<file path="src/hw/rtl/csr_pkg.sv">
// Shared constants, types and the two-tap blend function of the chroma resampler.
package csr_pkg;

  // Sample and register field widths.
  localparam int unsigned SAMPLE_W      = 16;
  localparam int unsigned OFFSET_W      = 3;
  localparam int unsigned LINE_WIDTH_W  = 13;
  localparam int unsigned CFG_INDEX_W   = 2;
  localparam int unsigned CFG_DATA_W    = 13;

  // Default depth of the line store.
  localparam int unsigned MAX_LINE_WIDTH_DEF = 4096;

  // Reset value of the line width register.
  localparam logic [LINE_WIDTH_W-1:0] LINE_WIDTH_RST = 13'd960;

  // Register indexes of the configuration port.
  localparam logic [CFG_INDEX_W-1:0] REG_OFFSET_X   = 2'd0;
  localparam logic [CFG_INDEX_W-1:0] REG_OFFSET_Y   = 2'd1;
  localparam logic [CFG_INDEX_W-1:0] REG_LINE_WIDTH = 2'd2;

  // Filter offsets as seen by the datapath.
  typedef struct packed {
    logic [OFFSET_W-1:0] offset_x;
    logic [OFFSET_W-1:0] offset_y;
  } csr_offsets_t;

  // One stored line entry: U in the low half, V in the high half.
  typedef struct packed {
    logic [SAMPLE_W-1:0] v;
    logic [SAMPLE_W-1:0] u;
  } csr_pair_t;

  // Computes (k*older + (8-k)*newer + 4) >> 3. The result never exceeds the
  // larger operand, so it always fits in one sample.
  function automatic logic [SAMPLE_W-1:0] blend(
    input logic [SAMPLE_W-1:0] older,
    input logic [SAMPLE_W-1:0] newer,
    input logic [OFFSET_W-1:0] k
  );
    logic [19:0] acc;
    logic [3:0]  k_inv;
    k_inv = 4'd8 - {1'b0, k};
    acc   = 20'(k) * 20'(older) + 20'(k_inv) * 20'(newer) + 20'd4;
    return acc[18:3];
  endfunction

endpackage

</file>
<file path="src/hw/rtl/csr_ifs.sv">


interface csr_cfg_if;
  logic        valid;
  logic        ready;
  logic [1:0]  index;
  logic [12:0] data;

  modport source(output valid, output index, output data, input ready);
  modport sink(input valid, input index, input data, output ready);
endinterface

</file>
<file path="src/hw/rtl/csr_cfg_regs.sv">
// Configuration registers of the chroma resampler with the clamped line width.
module csr_cfg_regs #(
  parameter int unsigned MAX_LINE_WIDTH = csr_pkg::MAX_LINE_WIDTH_DEF,
  parameter int unsigned WW             = $clog2(MAX_LINE_WIDTH + 1)
) (
  input  logic                   clk,
  input  logic                   rst,
  csr_cfg_if.sink                cfg,
  output csr_pkg::csr_offsets_t  offsets,
  output logic [WW-1:0]          eff_width
);
  import csr_pkg::*;

  localparam int unsigned CW = (WW > LINE_WIDTH_W) ? WW : LINE_WIDTH_W;
  localparam logic [CW-1:0] MAX_W = CW'(MAX_LINE_WIDTH);

  logic [OFFSET_W-1:0]     offset_x;
  logic [OFFSET_W-1:0]     offset_y;
  logic [LINE_WIDTH_W-1:0] line_width;
  logic [CW-1:0]           width_ext;

  // Writes are always taken.
  assign cfg.ready = 1'b1;

  // Register file.
  always_ff @(posedge clk) begin
    if (rst) begin
      offset_x   <= '0;
      offset_y   <= '0;
      line_width <= LINE_WIDTH_RST;
    end else if (cfg.valid) begin
      case (cfg.index)
        REG_OFFSET_X:   offset_x   <= cfg.data[OFFSET_W-1:0];
        REG_OFFSET_Y:   offset_y   <= cfg.data[OFFSET_W-1:0];
        REG_LINE_WIDTH: line_width <= cfg.data[LINE_WIDTH_W-1:0];
        default: ;
      endcase
    end
  end

  // A zero width acts as one; widths beyond the store saturate.
  always_comb begin
    width_ext = CW'(line_width);
    if (width_ext == '0) begin
      eff_width = WW'(1);
    end else if (width_ext > MAX_W) begin
      eff_width = WW'(MAX_LINE_WIDTH);
    end else begin
      eff_width = width_ext[WW-1:0];
    end
  end

  assign offsets.offset_x = offset_x;
  assign offsets.offset_y = offset_y;

endmodule

</file>
<file path="src/flat_wrapper.sv">
// flat-port wrapper written by rule: the top's interface ports become plain ports
module csr_cfg_regs_flat import csr_pkg::*;
#(
  parameter int unsigned MAX_LINE_WIDTH = csr_pkg::MAX_LINE_WIDTH_DEF,
  parameter int unsigned WW             = $clog2(MAX_LINE_WIDTH + 1)
)
  (clk, rst, offsets, eff_width, cfg_valid, cfg_index, cfg_data, cfg_ready);
  csr_cfg_if cfg_i ();
  input  logic clk;
  input  logic rst;
  output csr_pkg::csr_offsets_t offsets;
  output logic [WW-1:0] eff_width;
  input wire logic [$bits(cfg_i.valid)-1:0] cfg_valid;
  input wire logic [$bits(cfg_i.index)-1:0] cfg_index;
  input wire logic [$bits(cfg_i.data)-1:0] cfg_data;
  output wire logic [$bits(cfg_i.ready)-1:0] cfg_ready;
  assign cfg_i.valid = cfg_valid;
  assign cfg_i.index = cfg_index;
  assign cfg_i.data = cfg_data;
  assign cfg_ready = cfg_i.ready;
  csr_cfg_regs #(.MAX_LINE_WIDTH(MAX_LINE_WIDTH), .WW(WW)) u_core (.clk(clk), .rst(rst), .cfg(cfg_i), .offsets(offsets), .eff_width(eff_width));
endmodule
</file>
<file path="config.mk">
export PLATFORM = sky130hd
export DESIGN_NAME = csr_cfg_regs_flat
export DESIGN_NICKNAME = d
export VERILOG_FILES = /design/src/hw/rtl/csr_pkg.sv /design/src/hw/rtl/csr_ifs.sv /design/src/hw/rtl/csr_cfg_regs.sv /design/src/flat_wrapper.sv
export SDC_FILE = /design/constraint.sdc
export NUM_CORES = 1
export LEC_CHECK = 0
export ABC_CLOCK_PERIOD_IN_PS = 1150
export BUFFER_PORTS_ARGS = -buffer_cell sky130_fd_sc_hd__buf_2
export CAP_MARGIN = 15
export CORE_UTILIZATION = 45
export CTS_BUF_LIST = sky130_fd_sc_hd__clkbuf_8
export CTS_CLUSTER_SIZE = 25
export DETAILED_ROUTE_END_ITERATION = 8
export PLACE_DENSITY_LB_ADDON = 0.3
export SLEW_MARGIN = 20
export SYNTH_ARGS = -nofsm -noshare
export SYNTH_HDL_FRONTEND = slang
export SYNTH_SLANG_ARGS = --single-unit
</file>
<file path="constraint.sdc">
create_clock -name clk -period 1.15 [get_ports clk]
set_input_delay 0.1725 -clock clk [delete_from_list [all_inputs] [get_ports clk]]
set_output_delay 0.1725 -clock clk [all_outputs]
set_load 0.02 [all_outputs]
</file>
==> results of run 1 <==
## registers in the layout, summed over array words and instances, names as in the netlist
register and flops:
u_core.line_width 13, u_core.offset_x 3, u_core.offset_y 3
## per-stage QoR
step / instances / util
floorplan: 98 / -
global placement: 153 / 0.578
detailed placement: 153 / 0.578
CTS: 157 / 0.612
global route: 157 / 0.629
finish: 157 / 0.629
## synth_stat cells
library cell,count
nand2_1,26
dfxtp_1,19
nor2b_1,11
a21oi_1,9
nor2_1,7
mux2i_1,6
nand3b_1,6
clkbuf_1,3
buf_4,2
nor4_1,2
a31oi_1,1
and3b_2,1
buf_2,1
buf_6,1
conb_1,1
nor3_1,1
nor3b_4,1
## cell type report
| cell class | count | area [um^2] |
|---|---|---|
| well taps | 25 | 31.3 |
| clock inverters | 1 | 5.00 |
| fillers | 181 | 641 |
| clock buffers | 3 | 41.3 |
| flip-flops and latches | 19 | 392 |
| multi-input cells | 72 | 414 |
| repair buffers | 37 | 203 |
## layout by cell type, fill, tap and decap left out, types with 3 or more instances in the layout
master,count
a21oi_1,9
buf_2,30
buf_4,7
clkbuf_8,3
dfxtp_1,12
dfxtp_2,6
mux2i_1,6
nand2_1,26
nand3b_1,6
nor2_1,7
nor2b_1,11
## power breakdown
group / internal [mW] / total [mW] / switching (mW) / leakage, nW
logic: 0.0829 / 0.189 / 0.106 / 0.326
registers: 0.683 / 0.704 / 0.0206 / 0.155
clock network: 0.241 / 0.458 / 0.217 / 0.0255
total: 1.01 / 1.35 / 0.344 / 0.506
## routing by layer
| layer | wire (um) | up-vias | track usage |
|---|---|---|---|
| met5 | 0 | - | 0 |
| met4 | 21 | 0 | 0.0909 |
| met3 | 94 | 4 | 0.0600 |
| met2 | 769 | 28 | 0.291 |
| met1 | 728 | 335 | 0.203 |
| li1 | - | 386 | - |
## repair_timing
action,in CTS,in global routing
hold buffers,0,0
resized for setup,4,12
endpoints found under the setup margin,13,12
cloned,0,0
## worst min-delay path, cell delays in order
cell	delay, ns
buf_2	0.07
nand2_1	0.04
nand3b_1	0.07
## path summary, 6_finish.rpt
kind                               from               endpoint
setup reg to reg  u_core.line_width[12]  u_core.line_width[12]
hold / removal              cfg_data[8]   u_core.line_width[8]
hold reg to reg    u_core.line_width[0]   u_core.line_width[0]
setup / recovery   u_core.line_width[4]           eff_width[0]
## logic make-up (layout without fill, tap and decap cells)
family,Yosys count,after routing,synth area share
compound gates,10,10,0.0624
other cells,1,1,0.00456
simple gates,55,55,0.346
buf+inv,7,41,0.0517
flops,19,19,0.463
mux,6,6,0.0731
==> metrics.md, run 1 <==
| Metric | Value |
|---|---|
| Clock Tree Root | clkbuf_8 |
| Top area cells in the synthesized netlist | dfxtp_1 46%, nand2_1 12%, nor2b_1 8.4%, mux2i_1 7.3%, a21oi_1 5.5% |
| Run status | finished with violations |
| Buffers added on ports | 36 |
| CP max FO | 3 |
| Pin count of the biggest net entering global routing | 20 |
| Chip height | 44.7 um |
| CTS tree | built |
| Hold depth | 3 |
| Vias | 753 |
| Post-DRT Antenna Nets | 0 |
| Num CTS Buffers | 3 |
| Pre-antenna DRT Iters | 4 |
| Critical Path Start Type | flop |
| CTS sink cnt | 19 |
| Slew Viols, Final | 0 |
| Routability cong. | 0.803 |
| Clk pin slew, worst setup/hold paths | 0.07 ns |
| H-tree Lvls | 1 |
| CP max stage cell | dfxtp_2 |
| DRC | 0 |
| Die width | 44.7 um |
| Final Power | 1.35 mW |
| CP Capture Type | output pin |
| Lkg Pwr | 0.506 nW |
| Worst-case clock buffer depth | 2 |
| Total track usage | 0.176 |
| Setup WS post-layout | -0.243 ns |
| Worst path max stage delay | 0.34 ns |
| Later-pin clock latency in the skew report | 0.26 ns |
| Drt total wl | 1.61 mm |
| Ys Warns | 0 |
| Buf/Inv on CP | 1 |
| Worst R2R Setup Slack | 0.47 ns |
| Final Hold Viols | 0 |
| PD cells | 1240 nW/um^2 |
| Average vias per placed instance | 4.80 |
| FP Rows | 15 |
| Setup TNS | -0.243 ns |
| Worst Skew | 0 ns |
| Critical Path Stages | 4 |
| CP Class | flop to output pin |
| Area Overhead vs Synth | 32.1% |
| Yosys top cell area share | 0.463 |
| WL/cell | 10.3 um |
| DRT iter0 DRCs | 11 |
| Initial Util | 0.476 |
| Final worst path period need | 1.39 ns |
| Maximum VDD drop | 727 uV |
| Hold slack | 0.127 ns |
| Violated checks | setup timing |
| R2R cell count | 2 |
| Dpl ws | -0.00384 ns |
| Critical Path, Cell by Cell | nor4_4, a31oi_1, nor2_1, buf_4 |
| Post-synthesis average cell area | 8.39 um^2 |
| Placement Cell Area | 998 um^2 |
| DP HPWL | 1.15 mm |
| Core area | 1730 um^2 |
| Number of synthesized register bits | 19 |
| Vias in the first global route | 629 |
| Critical Path RT | 0.98 ns |
| Post-CTS Setup Inserts | 0 |
| Initial antenna violation count | 0 |
| Post-Synthesis Cells | 98 |
| Net Count, Synth | 116 |
| Yosys top cell by area | dfxtp_1 |
| Register area share after synthesis | 0.463 |
| Worst Path Arrival | 1.22 ns |
| Die area | 2000 um^2 |
| Overflow after GRT | 0 |
| N_diodes | 0 |
| Final Setup Violations | 1 |
| Synth unique cells | 17 |
| Fin crit share | 1.21 |
| Nets@finish | 151 |
| Top delay family on crit path | simple AND/OR/NAND/NOR gates |
| Share of cells above drive strength 1 | 0.386 |
| Post-Syn Area | 822 um^2 |
| IO Count | 38 |
| Hold/Removal Path Class | primary input to flop |
| RSZ-0062 raised after global routing | true |
| Final design area excluding fillers | 1090 um^2 |
| First-pass GRT wire length | 2.50 mm |
| F_max | 718 MHz |
| Max-cap violations | 0 |
No activity file was read; power rests on OpenSTA's default activity.
==> run 2: changes to the inputs <==
--- a/config.mk
+++ b/config.mk
@@ -6,4 +6,5 @@
 export NUM_CORES = 1
 export LEC_CHECK = 0
+export ABC_AREA = 1
 export ABC_CLOCK_PERIOD_IN_PS = 1150
 export BUFFER_PORTS_ARGS = -buffer_cell sky130_fd_sc_hd__buf_2
==> constraint.sdc (replaced) <==
create_clock -name clk -period 1.15 [get_ports clk]
set_input_delay 0.1725 -clock clk [delete_from_list [all_inputs] [get_ports clk]]
set_output_delay 0.1725 -clock clk [all_outputs]
set_load 0.005 [all_outputs]
==> metrics.md, run 2 <==
| Metric | Value |
|---|---|
| Run status | finished with violations |
| Violated checks | setup timing |
| Final Hold Viols | 0 (unchanged) |
| DRT iter0 DRCs | 4 (-7) |
| Dpl cells | 181 (+18%) |
| Initial Util | 0.492 (+0.0158) |
| Top cells by count, synth | 21 x nor2_1, 19 x dfxtp_1, 17 x inv_1 |
| Largest Register | u_core.line_width |
| WL/cell | 11.4 um (+11%) |
| Max reg flops | 13 (unchanged) |
| Post-DRT Antenna Nets | 0 (unchanged) |
| Async S/R FF share, synth | 0 (unchanged) |
| Commonest non-fill, non-tap cell in the layout | buf_2 |
| Total track usage | 0.210 (+0.0335) |
| DRC | 0 (unchanged) |
| Initial antenna violation count | 0 (unchanged) |
| Worst Path Arrival | 1.34 ns (+0.12 ns) |
| RSZ-0062 raised after global routing | true |
| Hold slack | 0.134 ns (+0.00653 ns) |
| PD cells | 1170 nW/um^2 (-5.8%) |
| Clock Tree Root | clkbuf_8 |
| Final core utilization | 0.672 (+0.0433) |
| Nets@finish | 180 (+19%) |
| Critical Path Start Type | flop |
| First-pass GRT wire length | 3.13 mm (+25%) |
| Setup WS post-layout | -0.360 ns (-0.117 ns) |
| Chip height | 46.2 um (+3.2%) |
| Post-Syn Area | 877 um^2 (+6.7%) |
| Worst R2R Setup Slack | 0.42 ns (-0.05 ns) |
| Overflow after GRT | 0 (unchanged) |
| Worst-case clock buffer depth | 2 (unchanged) |
| Die area | 2130 um^2 (+6.4%) |
| Final std cells w/o fill | 186 (+18%) |
| Hold Path Sink | u_core.line_width[8] |
| Hold path start | cfg_data[8] |
| Final worst path period need | 1.51 ns (+0.117 ns) |
| CP max FO | 6 (+3) |
| Final design area excluding fillers | 1200 um^2 (+10%) |
| Fin crit share | 1.31 (+0.102) |
| Core area | 1780 um^2 (+3.3%) |
| DP HPWL | 1.60 mm (+39%) |
| Area Overhead vs Synth | 36.7% |
| Post-Synthesis Cells | 116 (+18%) |
| CTS sink cnt | 19 (unchanged) |
| Placement Cell Area | 1120 um^2 (+12%) |
| Hold depth | 3 (unchanged) |
| Maximum VDD drop | 804 uV (+11%) |
| Vias in the first global route | 787 (+25%) |
| Drt total wl | 2.11 mm (+31%) |
| FP Rows | 15 (unchanged) |
| Average vias per placed instance | 4.73 (-1.5%) |
| Ys Warns | 0 (unchanged) |
| Clk pin slew, worst setup/hold paths | 0.07 ns (about the same) |
| CTS tree | built |
| Yosys top cell by area | dfxtp_1 |
| N_diodes | 0 (unchanged) |
| Max-cap violations | 0 (unchanged) |
| Biggest regs | u_core.line_width x13, u_core.offset_x x3, u_core.offset_y x3 |
| FF-to-FF Start | u_core.line_width[9] |
| Final Setup Violations | 11 (+10) |
| Post-synth EDFFs | 0 (unchanged) |
| R2R cell count | 3 (+1) |
| Buffers added on ports | 36 (unchanged) |
| Net Count, Synth | 134 (+16%) |
| F_max | 662 MHz (-7.8%) |
| Synth unique cells | 17 (unchanged) |
| Vias | 879 (+17%) |
| Post-synthesis average cell area | 7.56 um^2 (-9.9%) |
| IO Count | 38 (unchanged) |
| Reg-to-reg endpoint | u_core.line_width[9] |
| Number of synthesized register bits | 19 (unchanged) |
| Final Power | 1.41 mW (+4.0%) |
| Share of cells above drive strength 1 | 0.429 (+0.0422) |
| Most frequent cells in the layout | 36 x buf_2, 19 x nor2_1, 18 x inv_1 |
| Critical Path RT | 0.98 ns (about the same) |
| Main flop type after synthesis | dfxtp_1 |
| CP Class | flop to output pin |
| Yosys top cell area share | 0.434 (-0.0290) |
| H-tree Lvls | 1 (unchanged) |
| Num CTS Buffers | 3 (unchanged) |
| Register area share after synthesis | 0.434 (-0.0290) |
| Routability cong. | 0.747 (-6.9%) |
| Slew Viols, Final | 0 (unchanged) |
| Pre-antenna DRT Iters | 3 (-1) |
| Top area cells in the synthesized netlist | dfxtp_1 43%, o21ai_0 9.1%, a21oi_2 9.0%, nor2_1 9.0%, inv_1 7.3% |
| Die width | 46.2 um (+3.2%) |
| Hold/Removal Path Class | primary input to flop |
| Most frequent cell after synthesis | nor2_1 |
| Lkg Pwr | 0.600 nW (+18%) |
| CP Capture Type | output pin |
| Later-pin clock latency in the skew report | 0.26 ns (about the same) |
| Worst Skew | 0 ns (unchanged) |
| Pin count of the biggest net entering global routing | 20 (unchanged) |
[run 2: final cells by class]
type,instances,area [um^2]
clock buffers,3,41.3
multi-input cells,73,397
repair buffers,47,274
flip-flops and latches,19,384
well taps,25,31.3
inverters,18,67.6
fillers,160,584
clock inverters,1,3.75
[run 2: repair_timing]
item / CTS / global route
hold buffers: 0 / 0
pin swaps: 3 / 0
setup buffers: 0 / 1
endpoints found under the hold margin: 0 / 0
endpoints found under the setup margin: 12 / 11
gates resized for setup: 7 / 4
[run 2: routing by layer]
layer / vias to the layer above / share of wire / track usage
li1: 460 / - / -
met1: 398 / 0.42 / 0.210
met2: 19 / 0.53 / 0.400
met3: 2 / 0.041 / 0.0667
met4: 0 / 0.0047 / 0.0706
met5: - / 0 / 0
[run 2: how the worst max path moves through the flow]
stage,startpoint,to
floorplan,u_core.line_width[0],eff_width[10]
global placement,u_core.line_width[1],eff_width[11]
detailed placement,u_core.line_width[1],eff_width[9]
CTS,u_core.line_width[2],eff_width[9]
global route,u_core.line_width[2],eff_width[9]
finish,u_core.line_width[2],eff_width[9]
[run 2: cells by family after synthesis]
family,after synthesis,synth area share
AO/OA/AOI/OAI,38,0.280
buffers and inverters,24,0.127
flip-flops,19,0.434
other,1,0.00428
AND/OR/NAND/NOR,34,0.156
[run 2: critical path, cell delays in order (launching register included)]
cell     delay (ns)
dfxtp_2        0.33
nor2_2         0.10
nand2_1        0.07
nor2_2         0.10
nand2_2        0.09
buf_6          0.15
a21oi_2        0.11
buf_2          0.12
[run 2: power breakdown]
group	leakage [nW]	switching, mW	internal [mW]
Clock	0.0269	0.230	0.238
Combinational	0.416	0.118	0.109
Sequential	0.157	0.0183	0.693
Total	0.600	0.366	1.04
[run 2: through the flow]
stage	worst slack, ns	setup TNS (ns)
6_report	-0.360	-3.77
5_1_grt	-0.468	-4.90
4_1_cts	-0.370	-3.78
3_5_place_dp	-0.102	-0.838
3_3_place_gp	-0.0486	-0.445
2_1_floorplan	0.110	0
==> run 3: changes to the inputs <==
- CORE_ASPECT_RATIO: default -> 1.2
==> metrics.md, run 3 (same netlist as run 2, synthesis figures left out) <==
| Metric | Value |
|---|---|
| Run status | finished with violations |
| Violated checks | setup timing |
| Die area | 2130 um^2 (about the same) |
| CP startpoint | u_core.line_width[6] |
| Cell internal pwr | 1.04 mW (+0.18%) |
| Hold depth | 3 (unchanged) |
| CTS tree | built |
| Combinational Power Share | 0.164 (+0.003) |
| Routability cong. | 0.782 (+4.7%) |
| Drt total wl | 1.97 mm (-6.7%) |
| Area Overhead vs Synth | 36.7% (unchanged) |
| Initial Util | 0.479 (-0.0124) |
| Lkg Pwr | 0.600 nW (about the same) |
| Clock share of power | 0.327 (-0.006) |
| Vias | 881 (+0.23%) |
| Placement Cell Area | 1120 um^2 (unchanged) |
| Maximum VDD drop | 907 uV (+13%) |
| Total track usage | 0.220 (+0.0103) |
| Critical Path End | eff_width[11] |
| Initial antenna violation count | 0 (unchanged) |
| Vias in the first global route | 835 (+6.1%) |
| Sw power | 353 uW (-3.5%) |
| Overflow after GRT | 0 (unchanged) |
| Most frequent cells in the layout | 36 x buf_2, 19 x nor2_1, 18 x inv_1 |
| Worst R2R Setup Slack | 0.41 ns (about the same) |
| IO Count | 38 (unchanged) |
| Slew Viols, Final | 0 (unchanged) |
| Clock Tree Root | clkbuf_8 |
| Worst-case clock buffer depth | 2 (unchanged) |
| Hold/Removal Path Class | primary input to flop |
| CTS sink cnt | 19 (unchanged) |
| CP Class | flop to output pin |
| Final design area excluding fillers | 1200 um^2 (unchanged) |
| DP HPWL | 1.53 mm (-4.3%) |
| Max-cap violations | 0 (unchanged) |
| Flop pwr share | 0.509 (+0.003) |
| Final core utilization | 0.655 (-0.0170) |
| Chip height | 50.4 um (+9.1%) |
| F_max | 656 MHz (-0.96%) |
| Fill cell count | 166 (+3.8%) |
| Pre-antenna DRT Iters | 3 (unchanged) |
| N_diodes | 0 (unchanged) |
| Share of cells above drive strength 1 | 0.422 (-0.00621) |
| Reg-to-reg endpoint | u_core.line_width[9] |
| Final Hold Viols | 0 (unchanged) |
| Sw Ratio | 0.253 (-0.00714) |
| Final Power | 1.39 mW (-0.78%) |
| Hold slack | 0.127 ns (-0.00696 ns) |
| DRC | 0 (unchanged) |
| Pin count of the biggest net entering global routing | 20 (unchanged) |
| RSZ-0062 raised after global routing | true |
| FP Rows | 17 (+2) |
| Final worst path period need | 1.53 ns (+0.0147 ns) |
| Largest Register | u_core.line_width |
| WL/cell | 11.0 um (-3.6%) |
| Worst Skew | 0 ns (unchanged) |
| Commonest non-fill, non-tap cell in the layout | buf_2 |
| Critical Path Start Type | flop |
| FF-to-FF Start | u_core.line_width[9] |
| Final Setup Violations | 11 (unchanged) |
| CP max FO | 7 (+1) |
| PD cells | 1160 nW/um^2 (-0.78%) |
| Num CTS Buffers | 3 (unchanged) |
| First-pass GRT wire length | 3.48 mm (+11%) |
| CP Capture Type | output pin |
| Fin crit share | 1.33 (+0.0128) |
| Dpl ws | -0.0680 ns (+0.0345 ns) |
| Max reg flops | 13 (unchanged) |
| Biggest regs | u_core.line_width x13, u_core.offset_x x3, u_core.offset_y x3 |
| Average vias per placed instance | 4.89 (+3.6%) |
| Core area | 1830 um^2 (+2.6%) |
| Nets@finish | 180 (unchanged) |
| Setup WS post-layout | -0.375 ns (-0.0147 ns) |
| Post-DRT Antenna Nets | 0 (unchanged) |
| DRT iter0 DRCs | 3 (-1) |
| Clk pin slew, worst setup/hold paths | 0.07 ns (about the same) |
| Die width | 42.3 um (-8.3%) |
| Critical Path RT | 0.98 ns (about the same) |
| R2R cell count | 3 (unchanged) |
| Buffers added on ports | 36 (unchanged) |
| Worst Path Arrival | 1.35 ns (about the same) |
| Later-pin clock latency in the skew report | 0.26 ns (about the same) |
| H-tree Lvls | 1 (unchanged) |
| Post-CTS Setup Inserts | 0 (unchanged) |
[run 3: area by class of cell]
| cell class | count | area (um^2) | share of cell area |
|---|---|---|---|
| flip-flops and latches | 19 | 387 | 0.323 |
| clock buffers | 3 | 41.3 | 0.0344 |
| inverters | 18 | 67.6 | 0.0564 |
| well taps | 19 | 23.8 | 0.0198 |
| multi-input cells | 73 | 398 | 0.332 |
| clock inverters | 1 | 3.75 | 0.00313 |
| repair buffers | 47 | 278 | 0.232 |
[run 3: repair_timing]
action                                  4_1_cts  5_1_grt
hold buffers                                  0        0
pin swaps                                     2        4
endpoints found under the setup margin       12       12
resized for setup                             7        6
[run 3: worst min-delay path by stage]
stage | startpoint | to | slack (ns)
2_1_floorplan | cfg_data[6] | u_core.line_width[6] | 0.30
3_3_place_gp | cfg_data[7] | u_core.line_width[7] | 0.40
3_5_place_dp | cfg_data[7] | u_core.line_width[7] | 0.40
4_1_cts | cfg_data[7] | u_core.line_width[7] | 0.12
5_1_grt | cfg_data[7] | u_core.line_width[7] | 0.14
6_report | cfg_data[7] | u_core.line_width[7] | 0.13
[run 3: critical path, cell delays in order (launching register included)]
cell and delay, ns:
dfxtp_2 0.32, nor2_1 0.09, nand2_1 0.06, nor2_1 0.14
nand2_2 0.10, buf_6 0.15, a21oi_2 0.12, buf_2 0.11
[run 3: layer usage]
metal  wire, um  track usage
met1        785        0.243
met2       1050        0.379
met3         88       0.0432
met4         51        0.141
met5          0            0
[run 3: power groups by stage]
stage               clock, mW  sequential [mW]  combinational [mW]
floorplan                   0            0.722               0.121
global placement            0            0.721               0.218
detailed placement          0            0.723               0.225
CTS                     0.479            0.710               0.228
global route            0.496            0.714               0.261
finish                  0.456            0.710               0.229
[run 3: metrics by stage]
stage,setup TNS [ns],instances
after global routing,-4.63,180
after CTS,-3.51,180
after detailed placement,-0.471,176
after global placement,-0.335,176
after floorplan,0,116
final,-3.77,180
